## src/design/dld_pkg.sv

```systemverilog
package dld_pkg;

    // Width of the length fields in the result channel.
    localparam int LEN_W = 6;

    // Result status codes.
    localparam logic [1:0] ST_OK       = 2'd0;
    localparam logic [1:0] ST_DIV_ZERO = 2'd1;
    localparam logic [1:0] ST_OVERFLOW = 2'd2;

    // Operand select carried by the command field.
    localparam logic CMD_DIVIDEND = 1'b0;
    localparam logic CMD_DIVISOR  = 1'b1;

    typedef struct packed {
        logic       command;
        logic [3:0] digit;
        logic       last;
    } in_beat_t;

    typedef struct packed {
        logic [3:0]       quotient_digit;
        logic [3:0]       remainder_digit;
        logic [LEN_W-1:0] quotient_length;
        logic [LEN_W-1:0] remainder_length;
        logic [1:0]       status;
        logic             final_res;
    } out_beat_t;

    // Commands from the controller to the datapath.
    typedef struct packed {
        logic load;
        logic check;
        logic c_ex;
        logic s_ex;
        logic f_ex;
        logic e_ld;
        logic e_next;
    } dld_cmd_t;

    // Status from the datapath to the controller.
    typedef struct packed {
        logic start;
        logic err;
        logic short_div;
        logic i_at_k;
        logic brw;
        logic a_zero;
        logic i_at_end;
        logic out_final;
    } dld_sts_t;

endpackage

```

## src/design/dld_ram.sv

```systemverilog
module dld_ram #(
    parameter int WIDTH = 4,
    parameter int DEPTH = 32
) (
    input  logic                     clk,
    input  logic                     wr_en,
    input  logic [$clog2(DEPTH)-1:0] wr_addr,
    input  logic [WIDTH-1:0]         wr_data,
    input  logic [$clog2(DEPTH)-1:0] rd_addr,
    output logic [WIDTH-1:0]         rd_data
);

    logic [WIDTH-1:0] mem [DEPTH];

    // One write port and one registered read port.
    always_ff @(posedge clk)
    begin
        if (wr_en)
        begin
            mem[wr_addr] <= wr_data;
        end
        rd_data <= mem[rd_addr];
    end

endmodule

```

## src/design/dld_ctrl.sv

```systemverilog
module dld_ctrl import dld_pkg::*; (
    input  logic     clk,
    input  logic     rst_n,
    input  logic     in_valid,
    input  logic     out_ready,
    input  dld_sts_t sts,
    output dld_cmd_t cmd,
    output logic     in_ready,
    output logic     out_valid
);

    localparam logic [3:0] S_IDLE   = 4'd0;
    localparam logic [3:0] S_CHECK  = 4'd1;
    localparam logic [3:0] S_C_RD   = 4'd2;
    localparam logic [3:0] S_C_EX   = 4'd3;
    localparam logic [3:0] S_S_RD   = 4'd4;
    localparam logic [3:0] S_S_EX   = 4'd5;
    localparam logic [3:0] S_F_RD   = 4'd6;
    localparam logic [3:0] S_F_EX   = 4'd7;
    localparam logic [3:0] S_E_RD   = 4'd8;
    localparam logic [3:0] S_E_LD   = 4'd9;
    localparam logic [3:0] S_E_WAIT = 4'd10;

    logic [3:0] state_reg;
    logic [3:0] state_next;

    // Handshake and command decode.
    always_comb
    begin
        in_ready   = (state_reg == S_IDLE);
        out_valid  = (state_reg == S_E_WAIT);
        cmd.load   = in_ready && in_valid;
        cmd.check  = (state_reg == S_CHECK);
        cmd.c_ex   = (state_reg == S_C_EX);
        cmd.s_ex   = (state_reg == S_S_EX);
        cmd.f_ex   = (state_reg == S_F_EX);
        cmd.e_ld   = (state_reg == S_E_LD);
        cmd.e_next = out_valid && out_ready && !sts.out_final;
    end

    // Sequencing of compare, subtract, scan and emit passes.
    always_comb
    begin
        state_next = state_reg;
        unique case (state_reg)
            S_IDLE:
            begin
                if (sts.start)
                    state_next = S_CHECK;
            end
            S_CHECK:
            begin
                if (sts.err)
                    state_next = S_E_WAIT;
                else if (sts.short_div)
                    state_next = S_E_RD;
                else
                    state_next = S_C_RD;
            end
            S_C_RD:
                state_next = S_C_EX;
            S_C_EX:
            begin
                if (!sts.i_at_k)
                    state_next = S_C_RD;
                else if (!sts.brw)
                    state_next = S_S_RD;
                else if (sts.a_zero)
                    state_next = S_F_RD;
                else
                    state_next = S_C_RD;
            end
            S_S_RD:
                state_next = S_S_EX;
            S_S_EX:
                state_next = sts.i_at_k ? S_C_RD : S_S_RD;
            S_F_RD:
                state_next = S_F_EX;
            S_F_EX:
                state_next = sts.i_at_end ? S_E_RD : S_F_RD;
            S_E_RD:
                state_next = S_E_LD;
            S_E_LD:
                state_next = S_E_WAIT;
            S_E_WAIT:
            begin
                if (out_ready)
                    state_next = sts.out_final ? S_IDLE : S_E_RD;
            end
            default:
                state_next = S_IDLE;
        endcase
    end

    always_ff @(posedge clk or negedge rst_n)
    begin
        if (!rst_n)
            state_reg <= S_IDLE;
        else
            state_reg <= state_next;
    end

endmodule

```

## src/design/dld_datapath.sv

```systemverilog
module dld_datapath import dld_pkg::*; #(
    parameter int MAX_DIGITS = 32
) (
    input  logic      clk,
    input  logic      rst_n,
    input  in_beat_t  in_data,
    input  dld_cmd_t  cmd,
    output dld_sts_t  sts,
    output out_beat_t out_data
);

    localparam int LW = $clog2(MAX_DIGITS + 1);
    localparam int AW = $clog2(MAX_DIGITS);

    // Operand load bookkeeping.
    logic [LW-1:0] dl_reg, dnz_reg, vl_reg, vnz_reg;
    logic          ovf_reg;
    // Division working registers.
    logic [LW-1:0] n_reg, k_reg, a_reg, i_reg, qlen_reg, rlen_reg;
    logic          empty_reg, zero_reg, eovf_reg, brw_reg, qzero_reg;
    logic [3:0]    qcnt_reg;
    out_beat_t     out_reg;

    logic [LW-1:0] len_sel, nz_sel, len_inc, nz_new, len_new, win, cnt;
    logic          full;
    logic [3:0]    dig, r_rd, d_rd, q_rd, r_dig, d_dig, diff_dig, qd, rd;
    logic [4:0]    tmp5;
    logic          brw_next;

    // Next length and highest nonzero position of the operand being loaded.
    always_comb
    begin
        len_sel = (in_data.command == CMD_DIVISOR) ? vl_reg : dl_reg;
        nz_sel  = (in_data.command == CMD_DIVISOR) ? vnz_reg : dnz_reg;
        full    = (len_sel == LW'(MAX_DIGITS));
        dig     = (in_data.digit > 4'd9) ? 4'd9 : in_data.digit;
        len_inc = LW'(len_sel + 1'b1);
        nz_new  = (!full && dig != 4'd0) ? len_inc : nz_sel;
        if (in_data.last)
            len_new = (nz_new == '0) ? LW'(1) : nz_new;
        else
            len_new = full ? len_sel : len_inc;
    end

    // One digit step of the trial subtraction, masked outside each operand, and the masked result digits.
    always_comb
    begin
        win      = LW'(a_reg + i_reg);
        r_dig    = (empty_reg || win >= n_reg) ? 4'd0 : r_rd;
        d_dig    = (i_reg >= k_reg) ? 4'd0 : d_rd;
        tmp5     = {1'b0, r_dig} - {1'b0, d_dig} - {4'd0, brw_reg};
        brw_next = tmp5[4];
        diff_dig = brw_next ? 4'(tmp5 + 5'd10) : tmp5[3:0];
        cnt      = (qlen_reg > rlen_reg) ? qlen_reg : rlen_reg;
        qd       = (qzero_reg || i_reg >= qlen_reg) ? 4'd0 : q_rd;
        rd       = (empty_reg || i_reg >= rlen_reg) ? 4'd0 : r_rd;
    end

    // Status toward the controller.
    always_comb
    begin
        sts.start     = cmd.load && (in_data.command == CMD_DIVISOR) && in_data.last;
        sts.err       = eovf_reg || zero_reg;
        sts.short_div = (n_reg < k_reg);
        sts.i_at_k    = (i_reg == k_reg);
        sts.brw       = brw_next;
        sts.a_zero    = (a_reg == '0);
        sts.i_at_end  = (LW'(i_reg + 1'b1) == n_reg);
        sts.out_final = out_reg.final_res;
    end

    assign out_data = out_reg;

    // Digit stores.
    dld_ram #(.WIDTH(4), .DEPTH(MAX_DIGITS)) u_rem (
        .clk     (clk),
        .wr_en   ((cmd.load && in_data.command == CMD_DIVIDEND && !full)
                  || (cmd.s_ex && win < n_reg)),
        .wr_addr (cmd.load ? dl_reg[AW-1:0] : win[AW-1:0]),
        .wr_data (cmd.load ? dig : diff_dig),
        .rd_addr (win[AW-1:0]),
        .rd_data (r_rd)
    );

    dld_ram #(.WIDTH(4), .DEPTH(MAX_DIGITS)) u_dvs (
        .clk     (clk),
        .wr_en   (cmd.load && in_data.command == CMD_DIVISOR && !full),
        .wr_addr (vl_reg[AW-1:0]),
        .wr_data (dig),
        .rd_addr (i_reg[AW-1:0]),
        .rd_data (d_rd)
    );

    dld_ram #(.WIDTH(4), .DEPTH(MAX_DIGITS)) u_quo (
        .clk     (clk),
        .wr_en   (cmd.c_ex && sts.i_at_k && brw_next),
        .wr_addr (a_reg[AW-1:0]),
        .wr_data (qcnt_reg),
        .rd_addr (win[AW-1:0]),
        .rd_data (q_rd)
    );

    // Operand lengths; the division start clears them for the next operands.
    always_ff @(posedge clk or negedge rst_n)
    begin
        if (!rst_n)
        begin
            dl_reg  <= '0;
            dnz_reg <= '0;
            vl_reg  <= '0;
            vnz_reg <= '0;
            ovf_reg <= 1'b0;
        end
        else if (sts.start)
        begin
            dl_reg  <= '0;
            dnz_reg <= '0;
            vl_reg  <= '0;
            vnz_reg <= '0;
            ovf_reg <= 1'b0;
        end
        else if (cmd.load)
        begin
            ovf_reg <= ovf_reg || full;
            if (in_data.command == CMD_DIVISOR)
            begin
                vl_reg  <= len_new;
                vnz_reg <= nz_new;
            end
            else
            begin
                dl_reg  <= len_new;
                dnz_reg <= nz_new;
            end
        end
    end

    // Long division counters and the result register.
    always_ff @(posedge clk)
    begin
        if (sts.start)
        begin
            n_reg     <= (dnz_reg == '0) ? LW'(1) : dnz_reg;
            empty_reg <= (dl_reg == '0);
            k_reg     <= (nz_new == '0) ? LW'(1) : nz_new;
            zero_reg  <= (nz_new == '0);
            eovf_reg  <= ovf_reg || full;
        end
        if (cmd.check)
        begin
            i_reg     <= '0;
            brw_reg   <= 1'b0;
            qcnt_reg  <= 4'd0;
            a_reg     <= sts.short_div ? '0 : LW'(n_reg - k_reg);
            qlen_reg  <= LW'(1);
            qzero_reg <= sts.short_div;
            rlen_reg  <= n_reg;
            out_reg   <= '{quotient_digit: 4'd0, remainder_digit: 4'd0,
                           quotient_length: LEN_W'(1), remainder_length: LEN_W'(1),
                           status: eovf_reg ? ST_OVERFLOW : ST_DIV_ZERO,
                           final_res: 1'b1};
        end
        if (cmd.c_ex)
        begin
            if (!sts.i_at_k)
            begin
                i_reg   <= LW'(i_reg + 1'b1);
                brw_reg <= brw_next;
            end
            else if (!brw_next)
            begin
                qcnt_reg <= qcnt_reg + 4'd1;
                i_reg    <= '0;
                brw_reg  <= 1'b0;
            end
            else
            begin
                // Position done: the first nonzero quotient digit sets the length.
                if (qcnt_reg != 4'd0 && LW'(a_reg + 1'b1) > qlen_reg)
                    qlen_reg <= LW'(a_reg + 1'b1);
                i_reg    <= '0;
                brw_reg  <= 1'b0;
                qcnt_reg <= 4'd0;
                if (sts.a_zero)
                    rlen_reg <= LW'(1);
                else
                    a_reg <= LW'(a_reg - 1'b1);
            end
        end
        if (cmd.s_ex)
        begin
            if (!sts.i_at_k)
            begin
                i_reg   <= LW'(i_reg + 1'b1);
                brw_reg <= brw_next;
            end
            else
            begin
                i_reg   <= '0;
                brw_reg <= 1'b0;
            end
        end
        // Remainder length scan, lowest digit upward.
        if (cmd.f_ex)
        begin
            if (r_dig != 4'd0)
                rlen_reg <= LW'(i_reg + 1'b1);
            i_reg <= sts.i_at_end ? '0 : LW'(i_reg + 1'b1);
        end
        if (cmd.e_ld)
        begin
            out_reg <= '{quotient_digit: qd, remainder_digit: rd,
                         quotient_length: LEN_W'(qlen_reg),
                         remainder_length: LEN_W'(rlen_reg),
                         status: ST_OK,
                         final_res: (LW'(i_reg + 1'b1) == cnt)};
        end
        if (cmd.e_next)
            i_reg <= LW'(i_reg + 1'b1);
    end

endmodule

```

## src/design/decimal_long_divider_unit.sv

```systemverilog
// Loading accepts one digit beat per cycle while idle; the divisor beat with last set starts division.
// Division: per quotient position, up to ten compare passes and nine subtract passes,
// each stepping over the divisor digits through the registered read ports; then a remainder scan.
// Results leave one beat at a time, each read, loaded and held until out_ready; an error result is one beat.
// Reset clears the controller and the operand lengths; the digit stores are not cleared.
module decimal_long_divider_unit import dld_pkg::*; #(
    parameter int MAX_DIGITS = 32
) (
    input  logic      clk,
    input  logic      rst_n,
    input  logic      in_valid,
    output logic      in_ready,
    input  in_beat_t  in_data,
    output logic      out_valid,
    input  logic      out_ready,
    output out_beat_t out_data
);

    dld_cmd_t cmd;
    dld_sts_t sts;

    dld_ctrl u_ctrl (
        .clk       (clk),
        .rst_n     (rst_n),
        .in_valid  (in_valid),
        .out_ready (out_ready),
        .sts       (sts),
        .cmd       (cmd),
        .in_ready  (in_ready),
        .out_valid (out_valid)
    );

    dld_datapath #(.MAX_DIGITS(MAX_DIGITS)) u_dp (
        .clk      (clk),
        .rst_n    (rst_n),
        .in_data  (in_data),
        .cmd      (cmd),
        .sts      (sts),
        .out_data (out_data)
    );

    // No input beat is taken while a result beat is pending.
    a_no_overlap: assert property (@(posedge clk) disable iff (!rst_n)
        !(in_ready && out_valid))
        else $error("input taken while a result is pending");

    // Error results are always the final beat of a division.
    a_err_final: assert property (@(posedge clk) disable iff (!rst_n)
        (out_valid && out_data.status != ST_OK) |-> out_data.final_res)
        else $error("error result not marked final");

    // Emitted digits are decimal.
    a_digits: assert property (@(posedge clk) disable iff (!rst_n)
        out_valid |-> (out_data.quotient_digit <= 4'd9 && out_data.remainder_digit <= 4'd9))
        else $error("result digit out of range");

    // A loaded result beat is presented on the next cycle.
    a_emit: assert property (@(posedge clk) disable iff (!rst_n)
        cmd.e_ld |=> out_valid)
        else $error("result beat not presented");

endmodule

```

## config.mk

```make
export PLATFORM = sky130hd
export DESIGN_NAME = decimal_long_divider_unit
export DESIGN_NICKNAME = d
export VERILOG_FILES = /design/src/design/dld_pkg.sv /design/src/design/dld_ram.sv /design/src/design/dld_ctrl.sv /design/src/design/dld_datapath.sv /design/src/design/decimal_long_divider_unit.sv
export SDC_FILE = /design/constraint.sdc
export NUM_CORES = 1
export LEC_CHECK = 0
export BUFFER_PORTS_ARGS = -buffer_cell sky130_fd_sc_hd__buf_2
export CAP_MARGIN = 15
export CORE_ASPECT_RATIO = 0.75
export CORE_MARGIN = 1.5
export CORE_UTILIZATION = 35
export DETAILED_ROUTE_END_ITERATION = 16
export PLACE_DENSITY = 0.59
export SLEW_MARGIN = 0
export SYNTH_ARGS = -nofsm -noshare
export SYNTH_HDL_FRONTEND = slang
export SYNTH_SLANG_ARGS = --single-unit
```

## constraint.sdc

```tcl
create_clock -name clk -period 12.5 [get_ports clk]
set_input_delay 0 -clock clk [delete_from_list [all_inputs] [get_ports clk]]
set_output_delay 0 -clock clk [all_outputs]
set_load 0.02 [all_outputs]
```

==> metrics.md, run 1 <==
| Metric | Value |
|---|---|
| Outcome | finished, final reports clean |
| Vias per cell | 5.355 |
| F_max | 0.1502 GHz |
| Yosys cell types | a little over 70 |
| CP Buf/Inv Count | 4 |
| Slew @ Worst Pin | around 1100 ps |
| Gates resized, CTS repair | 0 |
| Total power | 7.207 mW |
| Crit path kind | register to register |
| Prevailing post-synth register cell | edfxtp_1 |
| IO buf count | 34 |
| DRC | 0 |
| DPL Wire Length | 33,760 um |
| Layout cells sized above 1 | 0.2085 |
| Die area | 63,970 sq um |
| First-pass GRT wire length | 77,250 um |
| Arrival @ worst endpoint | 6910 ps |
| Cells along the critical path | ha_4 > inv_1 > fa_2 > buf_4 > inv_1 > ha_1 > a21o_1 > a221o_1 > a311oi_2 > nand2_1 > fa_1 > fa_1 > nand2_1 > a21oi_1 > xnor2_1 > buf_4 > nor2_1 > nand2_1 > nor2_1 |
| Drt initial violations | 1,062 |
| Die width | 291.5 um |
| Worst clock skew | approximately 22 ps |
| Final GP Congestion | 0.8698 |
| RSZ-0062 raised after global routing | no |
| GRT Util Overall | 0.1596 |
| Initial antenna violation count | 2 |
| Final critical-path required period | roughly 6700 ps |
| PwrDens | 292.3 nW/um^2 |
| Post-synth EDFFs | 428 |
| Area contributors post-synth | edfxtp_1, mux4_2, ha_1, dfrtp_1, dfxtp_1 |
| Final nets | between 1,000 and 1,500 |
| Max-cap violation count | 0 |
| Post-synthesis sequential area ratio | 0.6543 |
| Critical R2R Launch | u_dp.a_reg[0]$_DFF_P_ |
| Req. time, crit path | 12,750 ps |
| Crit-path most repeated cell | nand2_1 |
| Critical Path Max Stage Delay | 680 ps |
| Postcts setup bufs | 0 |
| Max FO, Critical Path | 66 |
| Routed len/inst | 22.39 um |
| Syn Inst Count | 1,371 |
| Post-synth top area share | 0.5881 |
| CTS Buf Count | 50 |
| Final Setup Violations | 0 |
| Synth warn | 0 |
| Setup TNS | 0 ps |
| CP endpoint kind | register |
| Synth area leader | edfxtp_1 |
| Cell family with most CP delay | adder cells |
| Starting density of the core | 0.3532 |
| Worst Hold Class | primary input to register |
| CTS clk-pin slew, worst paths | 60 ps |
| I/O pins | 35 |
| Reg2Reg Depth | 19 |
| Number of synthesized register bits | 493 |
| Layout area overhead | 12.81% |
| Ys async rst share | 0.05882 |
| Hold EP | u_dp.u_dvs.mem[29][3]$_DFFE_PP_ |
| Worst hold path startpoint | in_data[4] |
| CTS tree | built |
| Antenna diodes | 0 |
| DRT Pass-1 Iters | 7 |
| Max Slew Vio Count | 0 |
| CTS Sinks | 493 |
| Total number of vias | approximately 12,000 |
| # hold bufs at CTS | 3 |
| Clk_lat worst skew | 600 ps |
| Worst IR Drop VDD | 403.9 uV |
| Number of global-route vias before repair | 11,958 |
| Rel. slew slack | 0.2658 |
| Placeable Area | 61,880 sq um |
| R2r endpoint | u_dp.u_quo.mem[8][1]$_DFFE_PP_ |
| Global route overflow | 0 |
| Hold Path Cell Cnt | 1 |
| Drt total wl | 50,780 um |
| Cell Rows | between 70 and 80 |
| CP max stage cell | buf_4 |
| Synth cell count leaders | edfxtp_1, nor2_1, mux4_2 |
| Final period utilization | 0.5326 |
| Regs by FF count | u_dp.u_dvs.mem (128), u_dp.u_quo.mem (128), u_dp.u_rem.mem (128) |
| Post-synthesis net count | around 1,400 |
| Leak pwr | 8.656 nW |
| Netlist Area Pre-Place | 21,850 sq um |
| H-tree levels | 2 |
| Reg-to-reg slack, setup | slightly below 6000 ps |
| ANT nets after route | 0 |
| Largest net degree at the start of global routing | 67 |
| Final hold viol count | 0 |
| Most frequent cell after synthesis | edfxtp_1 |
| Syn Area/Cell | 15.94 sq um |
| Clk buf depth | 3 |
| Startpoint Class | register |
| Crit path launch | u_dp.a_reg[0]$_DFF_P_ |
| Final Core Density | 0.3984 |
| Clock Root Buffer | clkbuf_16 |
| Die H | 219.4 um |
-- layer usage --
| metal | part of all wire | vias to the layer above | GRT usage | routed length, um |
|---|---|---|---|---|
| met2 | 0.43 | 445 | 0.2292 | 21660 |
| li1 | - | 5403 | - | - |
| met5 | 0.00059 | - | 0 | 30 |
| met3 | 0.069 | 66 | 0.03281 | 3480 |
| met1 | 0.49 | 6227 | 0.2453 | 24820 |
| met4 | 0.015 | 4 | 0.03837 | 786 |
-- worst max path at each step --
stage                                      endpoint  slack (ps)  cells past startpoint
finish               u_dp.u_quo.mem[8][1]$_DFFE_PP_        5840                     19
global route         u_dp.u_quo.mem[4][1]$_DFFE_PP_        5490                     19
CTS                 u_dp.u_rem.mem[12][3]$_DFFE_PP_        5710                     20
detailed placement  u_dp.u_rem.mem[30][3]$_DFFE_PP_        5740                     20
global placement    u_dp.u_rem.mem[28][3]$_DFFE_PP_        6020                     20
floorplan            u_dp.u_rem.mem[0][2]$_DFFE_PP_        5360                     20
-- kinds of logic after synthesis --
group                    synth area share
buffers and inverters             0.02250
multiplexers                       0.1474
AND/OR/NAND/NOR                   0.07340
XOR/XNOR                          0.01592
flip-flops                         0.6543
AO/OA/AOI/OAI                     0.04792
adder cells (fa/ha/maj)           0.03859
-- layout make-up --
class | count | area, sq um
clock buffer | 70 | 1368
clock inverter | 23 | 289.0
fill | 5604 | 37220
inverter | 56 | 210.2
multi-input combinational | 759 | 7107
sequential | 493 | 14300
tap | 810 | 1013
timing repair buffer | 57 | 365.4
-- where the power goes --
part / switching, mW / leakage [nW] / internal (mW)
sequential: 0.142 / 4.78 / 2.48
combinational: 1.83 / 3.08 / 1.22
clock: 0.636 / 0.796 / 0.891
-- cells in the final DEF (no fill, tap or decap), drive strengths merged, types with 4 or more instances in the layout --
master and n:
a21o 19, a21oi 34, a22o 13, and2 16, buf 54, bufinv 6
clkbuf 70, clkinv 11, clkinvlp 4, dfrtp 29, dfxtp 36, edfxtp 428
fa 4, ha 61, inv 58, mux2 22, mux2i 26, mux4 120
nand2 63, nand2b 14, nand3 20, nand3b 14, nand4 6, nor2 151
nor2b 10, nor3 15, nor4 8, o21a 7, o21ai 37, o22ai 10
o31ai 5, or3 7, xnor2 26, xor2 12
-- through the flow --
stage | hold slack [ps] | instances | setup slack (ps) | cell area [sq um]
floorplan | -295.6 | 1371 | 5356 | 21850
global placement | 107.9 | 2170 | 6018 | 22940
detailed placement | 100.3 | 2170 | 5744 | 22940
CTS | 14.93 | 2266 | 5707 | 24620
global route | 61.39 | 2268 | 5487 | 24650
finish | 27.81 | 2268 | 5842 | 24650
No activity file was read; power rests on OpenSTA's default activity.
==> inputs of run 2 (changes only) <==
--- a/config.mk
+++ b/config.mk
@@ -5,6 +5,7 @@
 export SDC_FILE = /design/constraint.sdc
 export NUM_CORES = 1
 export LEC_CHECK = 0
+export ABC_AREA = 1
 export BUFFER_PORTS_ARGS = -buffer_cell sky130_fd_sc_hd__buf_2
 export CAP_MARGIN = 15
 export CORE_ASPECT_RATIO = 0.75
==> constraint.sdc (replaced) <==
create_clock -name clk -period 6.8 [get_ports clk]
set_input_delay 0 -clock clk [delete_from_list [all_inputs] [get_ports clk]]
set_output_delay 0 -clock clk [all_outputs]
set_load 0.02 [all_outputs]
==> run 2 against run 1 <==
Compared with the run above: via count up 29%; global-route usage is 1.1 points higher; sequential cell count stayed put; core utilization about the same; fmax is 17% higher.
==> metrics.md, run 2 <==
| Metric | Value |
|---|---|
| Outcome | finished, final reports clean (unchanged) |
| DRT Pass-1 Iters | 8 (was 7) |
| CP endpoint kind | register (unchanged) |
| Final Setup Violations | 0 (unchanged) |
| Crit-path most repeated cell | nand2_1 (unchanged) |
| Drt initial violations | 1,627 (was 1,062) |
| Final cell count without fillers | 3,012 (was 2,268) |
| Routed len/inst | 18.82 um (was 22.39 um) |
| RSZ-0062 raised after global routing | no (unchanged) |
| Commonest non-fill, non-tap cells in the layout | edfxtp_1, nor2_1, o21ai_0 (was edfxtp_1, nor2_1, mux4_2) |
| Critical R2R Launch | u_dp.i_reg[1]$_DFFE_PP_ (was u_dp.a_reg[0]$_DFF_P_) |
| Final setup margin | 1105 ps (was 5842 ps) |
| Cell Rows | 80 (was 79) |
| CTS clk-pin slew, worst paths | 60 ps (about the same) |
| Crit path kind | register to register (unchanged) |
| Synth cell count leaders | edfxtp_1, nor2_1, o21ai_0 (was edfxtp_1, nor2_1, mux4_2) |
| Post-synth top area share | 0.5724 (was 0.5881) |
| Rel. slew slack | 0.3797 (was 0.2658) |
| Leading cell type in the layout, fill and taps excluded | edfxtp_1 (unchanged) |
| CP Buf/Inv Count | 6 (was 4) |
| F_max | 0.1756 GHz (was 0.1502 GHz) |
| CTS Buf Count | 50 (unchanged) |
| Max FO, Critical Path | 32 (was 66) |
| GRT Util Overall | 0.1710 (was 0.1596) |
| Final Core Density | 0.3983 (was 0.3984) |
| Clk_lat worst skew | 600 ps (about the same) |
| Worst slack, placed | 1104 ps (was 5744 ps) |
| Final GP Congestion | 0.9254 (was 0.8698) |
| Max Slew Vio Count | 0 (unchanged) |
| Total number of vias | 15,683 (was 12,145) |
| Worst clock skew | 26.34 ps (was 22.29 ps) |
| H-tree levels | 2 (unchanged) |
| Final critical-path required period | 5695 ps (was 6658 ps) |
| Worst Hold Class | primary input to register (unchanged) |
| I/O pins | 35 (unchanged) |
| DRC | 0 (unchanged) |
| Synth area leader | edfxtp_1 (unchanged) |
| Slew @ Worst Pin | 928.2 ps (was 1090 ps) |
| Syn Inst Count | 2,086 (was 1,371) |
| Layout area overhead | 12.75% (was 12.81%) |
| ANT nets after route | 0 (unchanged) |
| Global route overflow | 0 (unchanged) |
| Cell family with most CP delay | adder cells (unchanged) |
| Reg-to-reg slack, setup | 1110 ps (was 5840 ps) |
| Layout cells sized above 1 | 0.1079 (was 0.2085) |
| Placed Cells | 2,914 (was 2,170) |
| Ys async rst share | 0.05882 (unchanged) |
| Critical Path Max Stage Delay | 690 ps (was 680 ps) |
| Arrival @ worst endpoint | 5810 ps (was 6910 ps) |
| Max-cap violation count | 0 (unchanged) |
| Die area | 65,690 sq um (was 63,970 sq um) |
| Post-synth EDFFs | 428 (unchanged) |
| Post-synthesis sequential area ratio | 0.6369 (was 0.6543) |
| Final hold viol count | 0 (unchanged) |
| Regs by FF count | u_dp.u_dvs.mem (128), u_dp.u_quo.mem (128), u_dp.u_rem.mem (128) (unchanged) |
| IO buf count | 34 (unchanged) |
| Area contributors post-synth | edfxtp_1, nor2_1, o21ai_0, nand2_1, ha_1 (was edfxtp_1, mux4_2, ha_1, dfrtp_1, dfxtp_1) |
| Synth warn | 0 (unchanged) |
| Startpoint Class | register (unchanged) |
| First-pass GRT wire length | 87,070 um (was 77,250 um) |
| Postcts setup bufs | 0 (unchanged) |
| Prevailing post-synth register cell | edfxtp_1 (unchanged) |
| Initial antenna violation count | 4 (was 2) |
| Yosys cell types | 52 (was 71) |
| Setup TNS | 0 ps (unchanged) |
| Netlist Area Pre-Place | 22,450 sq um (was 21,850 sq um) |
| Vias per cell | 5.207 (was 5.355) |
| Die H | 222.3 um (was 219.4 um) |
| CP max stage cell | edfxtp_1 (was buf_4) |
| Die width | 295.5 um (was 291.5 um) |
| DPL Wire Length | 37,740 um (was 33,760 um) |
| Req. time, crit path | 6920 ps (was 12,750 ps) |
| Drt total wl | 56,690 um (was 50,780 um) |
| Clock Root Buffer | clkbuf_16 (unchanged) |
| Syn Area/Cell | 10.76 sq um (was 15.94 sq um) |
| Number of global-route vias before repair | 14,925 (was 11,958) |
| CTS Sinks | 493 (unchanged) |
| Crit path launch | u_dp.i_reg[1]$_DFFE_PP_ (was u_dp.a_reg[0]$_DFF_P_) |
| Starting density of the core | 0.3532 (about the same) |
| Most frequent cell after synthesis | edfxtp_1 (unchanged) |
| Largest net degree at the start of global routing | 93 (was 67) |
| Placeable Area | 63,560 sq um (was 61,880 sq um) |
| Final nets | 2,184 (was 1,492) |
| Worst hold path startpoint | in_valid (was in_data[4]) |
| CTS tree | built (unchanged) |
| Final period utilization | 0.8375 (was 0.5326) |
| Number of synthesized register bits | 493 (unchanged) |
| Clk buf depth | 3 (unchanged) |
| Post-synthesis net count | 2,161 (was 1,446) |
-- run 2: per-stage QoR --
step	hold slack [ps]	area, sq um
2_1_floorplan	-295.6	22450
3_3_place_gp	76.75	23530
3_5_place_dp	99.14	23530
4_1_cts	24.64	25300
5_1_grt	66.41	25310
6_report	30.26	25310
-- run 2: worst register-to-register path: stages (launching register included) --
cell and delay [ps]:
edfxtp_1 690, inv_1 170, fa_2 460, o21ai_2 190, xor2_2 130, buf_4 270
ha_1 280, nand2_1 70, o21ai_0 90, a21oi_1 170, nand2_1 120, inv_2 90
nand2_1 70, fa_1 440, fa_1 420, nand2_1 120, inv_1 50, nor2_1 120
inv_1 60, ha_1 170, inv_1 60, nand2_1 60, xor2_1 190, nand4_1 120
nand3_1 90, nand2_1 530
-- run 2: per-layer routing --
metal	vias to the layer above	part of all wire	track usage
met3	87	0.088	0.03541
met1	7553	0.48	0.2599
met2	615	0.42	0.2459
met5	-	0.00055	0
met4	4	0.021	0.04483
li1	7424	-	-
-- run 2: final cells by class --
type / count / area [sq um]
fillers: 6060 / 38250
flip-flops and latches: 493 / 14300
multi-input cells: 1323 / 7123
clock buffers: 63 / 1350
well taps: 861 / 1077
inverters: 177 / 668.1
repair buffers: 64 / 402.9
clock inverters: 30 / 390.4
diodes: 1 / 2.502
-- run 2: cells by family (layout without fill, tap and decap cells) --
group	count (synthesis)	count (layout)	share of synthesized area
multiplexers	16	16	0.008025
AO/OA/AOI/OAI	483	483	0.1237
AND/OR/NAND/NOR	739	739	0.1373
other	0	1	0
buffers and inverters	270	334	0.04776
flip-flops	493	493	0.6369
adder cells (fa/ha/maj)	65	65	0.03756
XOR/XNOR	20	20	0.008805
-- run 2: repair_timing --
| action | CTS | global route |
|---|---|---|
| resized for setup | 0 | 0 |
| endpoints found under the hold margin | 33 | 0 |
| hold buffers | 3 | 0 |
| setup endpoints to repair | 0 | 0 |
-- run 2: worst paths after layout --
path | to | cells past startpoint
max | u_dp.u_rem.mem[9][3]$_DFFE_PP_ | 25
min | u_dp.ovf_reg$_DFFE_PN0P_ | 5
max reg2reg | u_dp.u_rem.mem[9][3]$_DFFE_PP_ | 25
min reg2reg | u_dp.n_reg[1]$_SDFFCE_PN0P_ | 0
max in group asynchronous | u_dp.vnz_reg[1]$_DFFE_PN0P_ | 2
min in group asynchronous | u_dp.vnz_reg[4]$_DFFE_PN0P_ | 2
Power of run 2 is not shown: default switching activity piles up to over one toggle a cycle in this logic, so the estimate is an artifact.
==> inputs of run 3 (changes only) <==
--- a/config.mk
+++ b/config.mk
@@ -12,7 +12,7 @@
 export CORE_MARGIN = 1.5
 export CORE_UTILIZATION = 35
 export DETAILED_ROUTE_END_ITERATION = 16
-export PLACE_DENSITY = 0.59
+export PLACE_DENSITY = 0.61
 export SLEW_MARGIN = 0
 export SYNTH_ARGS = -nofsm -noshare
 export SYNTH_HDL_FRONTEND = slang
==> constraint.sdc (replaced) <==
create_clock -name clk -period 4.7 [get_ports clk]
set_input_delay 0 -clock clk [delete_from_list [all_inputs] [get_ports clk]]
set_output_delay 0 -clock clk [all_outputs]
set_load 0.02 [all_outputs]
==> run 3 against run 2 <==
Compared with the run above: clock-buffer cell count is 2 higher; design area up 3.2%; critical path depth rose by 1; sequential cell count stayed put; final cell count is 2.6% higher; die area stayed put; register-to-register slack worse by 960 ps; critical path type unchanged; critical endpoint is now u_dp.u_rem.mem[28][3]$_DFFE_PP_; largest cell class unchanged.
==> metrics.md, run 3 (synthesis results as in run 2) <==
| Metric | Value |
|---|---|
| Final period utilization | 0.9685 (was 0.8375) |
| F_max | 0.2197 GHz (was 0.1756 GHz) |
| GRT Util Overall | 0.1767 (was 0.1710) |
| Metal1 wirelength | 27,400 um (was 26,930 um) |
| Initial antenna violation count | 2 (was 4) |
| CTS tree | built (unchanged) |
| Final GP Congestion | 0.9158 (was 0.9254) |
| CTS clk-pin slew, worst paths | 60 ps (about the same) |
| First-pass GRT wire length | 90,150 um (was 87,070 um) |
| Clock Root Buffer | clkbuf_16 (unchanged) |
| Die width | 295.5 um (unchanged) |
| Max-cap violation count | 0 (unchanged) |
| Total number of vias | 16,155 (was 15,683) |
| Worst clock skew | 28.68 ps (was 26.34 ps) |
| Drt initial violations | 1,771 (was 1,627) |
| Vias per cell | 5.226 (was 5.207) |
| Rel. slew slack | 0.4050 (was 0.3797) |
| Starting density of the core | 0.3532 (unchanged) |
| Startpoint Class | register (unchanged) |
| RSZ-0062 raised after global routing | yes (was no) |
| Routed len/inst | 18.95 um (was 18.82 um) |
| Largest net degree at the start of global routing | 81 (was 93) |
| Req. time, crit path | 4990 ps (was 6920 ps) |
| Cell Rows | 80 (unchanged) |
| Commonest non-fill, non-tap cells in the layout | edfxtp_1, nor2_1, o21ai_0 (unchanged) |
| Max FO, Critical Path | 8 (was 32) |
| Arrival @ worst endpoint | 4850 ps (was 5810 ps) |
| CP max stage cell | edfxtp_1 (unchanged) |
| Die area | 65,690 sq um (unchanged) |
| IO buf count | 34 (unchanged) |
| Leading cell type in the layout, fill and taps excluded | edfxtp_1 (unchanged) |
| Global route overflow | 0 (unchanged) |
| DPL Wire Length | 38,390 um (was 37,740 um) |
| Drt total wl | 58,570 um (was 56,690 um) |
| Slew @ Worst Pin | 883.2 ps (was 928.2 ps) |
| Setup TNS | 0 ps (unchanged) |
| WL met3 | 4622 um (was 5014 um) |
| Max Used Layer | met5 (unchanged) |
| Regs by FF count | u_dp.u_dvs.mem (128), u_dp.u_quo.mem (128), u_dp.u_rem.mem (128) (unchanged) |
| Outcome | finished, final reports clean (unchanged) |
| Die H | 222.3 um (unchanged) |
| I/O pins | 35 (unchanged) |
| Placeable Area | 63,560 sq um (unchanged) |
| Met2 wire length | 25,540 um (was 23,540 um) |
| Final Setup Violations | 0 (unchanged) |
| DRT Pass-1 Iters | 8 (unchanged) |
| ANT nets after route | 0 (unchanged) |
| Number of global-route vias before repair | 15,505 (was 14,925) |
| CP endpoint kind | register (unchanged) |
| Layout cells sized above 1 | 0.1530 (was 0.1079) |
| Clk buf depth | 3 (unchanged) |
| Clk_lat worst skew | 600 ps (about the same) |
| CTS Sinks | 493 (unchanged) |
| Crit path kind | register to register (unchanged) |
| DRC | 0 (unchanged) |
| H-tree levels | 2 (unchanged) |
| Critical Path Max Stage Delay | 440 ps (was 690 ps) |
| Layout area overhead | 16.35% (was 12.75%) |
| Final critical-path required period | 4552 ps (was 5695 ps) |
| Final hold viol count | 0 (unchanged) |
| Final nets | 2,263 (was 2,184) |
| CTS Buf Count | 49 (was 50) |
| Worst Hold Class | primary input to register (unchanged) |
| Max Slew Vio Count | 0 (unchanged) |
run 3: cell type report:
class	instances	area (sq um)
Tap cell	861	1077
Antenna cell	1	2.502
Clock buffer	65	1348
Fill cell	5962	37440
Timing Repair Buffer	139	1021
Clock inverter	27	324.1
Multi-Input combinational cell	1328	7381
Sequential cell	493	14300
Inverter	177	670.6
run 3: worst paths after layout:
kind	end	depth (start not counted)	start	slack [ps]
min in group asynchronous	u_ctrl.state_reg[2]$_DFFE_PN0P_	2	rst_n	70
worst min-delay path	u_dp.u_dvs.mem[6][3]$_DFFE_PP_	1	in_data[4]	50
worst max register to register	u_dp.u_rem.mem[28][3]$_DFFE_PP_	26	u_dp.i_reg[2]$_DFFE_PP_	150
worst min register to register	u_dp.out_data[1]$_SDFFE_PP0P_	2	u_dp.out_data[1]$_SDFFE_PP0P_	480
max in group asynchronous	u_dp.vnz_reg[1]$_DFFE_PN0P_	2	rst_n	4160
worst max-delay path	u_dp.u_rem.mem[28][3]$_DFFE_PP_	26	u_dp.i_reg[2]$_DFFE_PP_	150
run 3: critical path, delay by kind of cell, from the launching register on:
kind | cells | cell delay (ps)
simple gates | 10 | 1020
flops | 1 | 440
compound gates | 7 | 880
buf+inv | 3 | 270
xor+xnor | 2 | 320
fa+ha+maj | 4 | 1290
run 3: per-stage QoR:
stage	area (sq um)	hold WS (ps)	util	std cells	setup slack, ps
after detailed placement	24060	99.10	0.3786	2979	-184.7
after CTS	25820	25.66	0.4063	3077	2.648
final	26120	46.55	0.4110	3091	148.2
after floorplan	22530	-295.6	-	2086	1.156
after global placement	24060	89.52	0.3786	2979	-84.08
after global routing	26120	56.32	0.4110	3091	-183.0
run 3: layer usage:
layer  global-route usage  vias up
li1                     -     7575
met1               0.2655     7879
met2               0.2631      621
met3              0.03291       78
met4              0.04003        2
met5                    0        -
run 3: what timing repair did:
action,CTS,global route
gates resized for setup,8,46
hold buffers,3,0
hold endpoints to repair,41,0
cloned,2,3
buffers inserted,1,10
pin swaps,2,20
endpoints found under the setup margin,152,244
Power of run 3 is left out for the same reason.
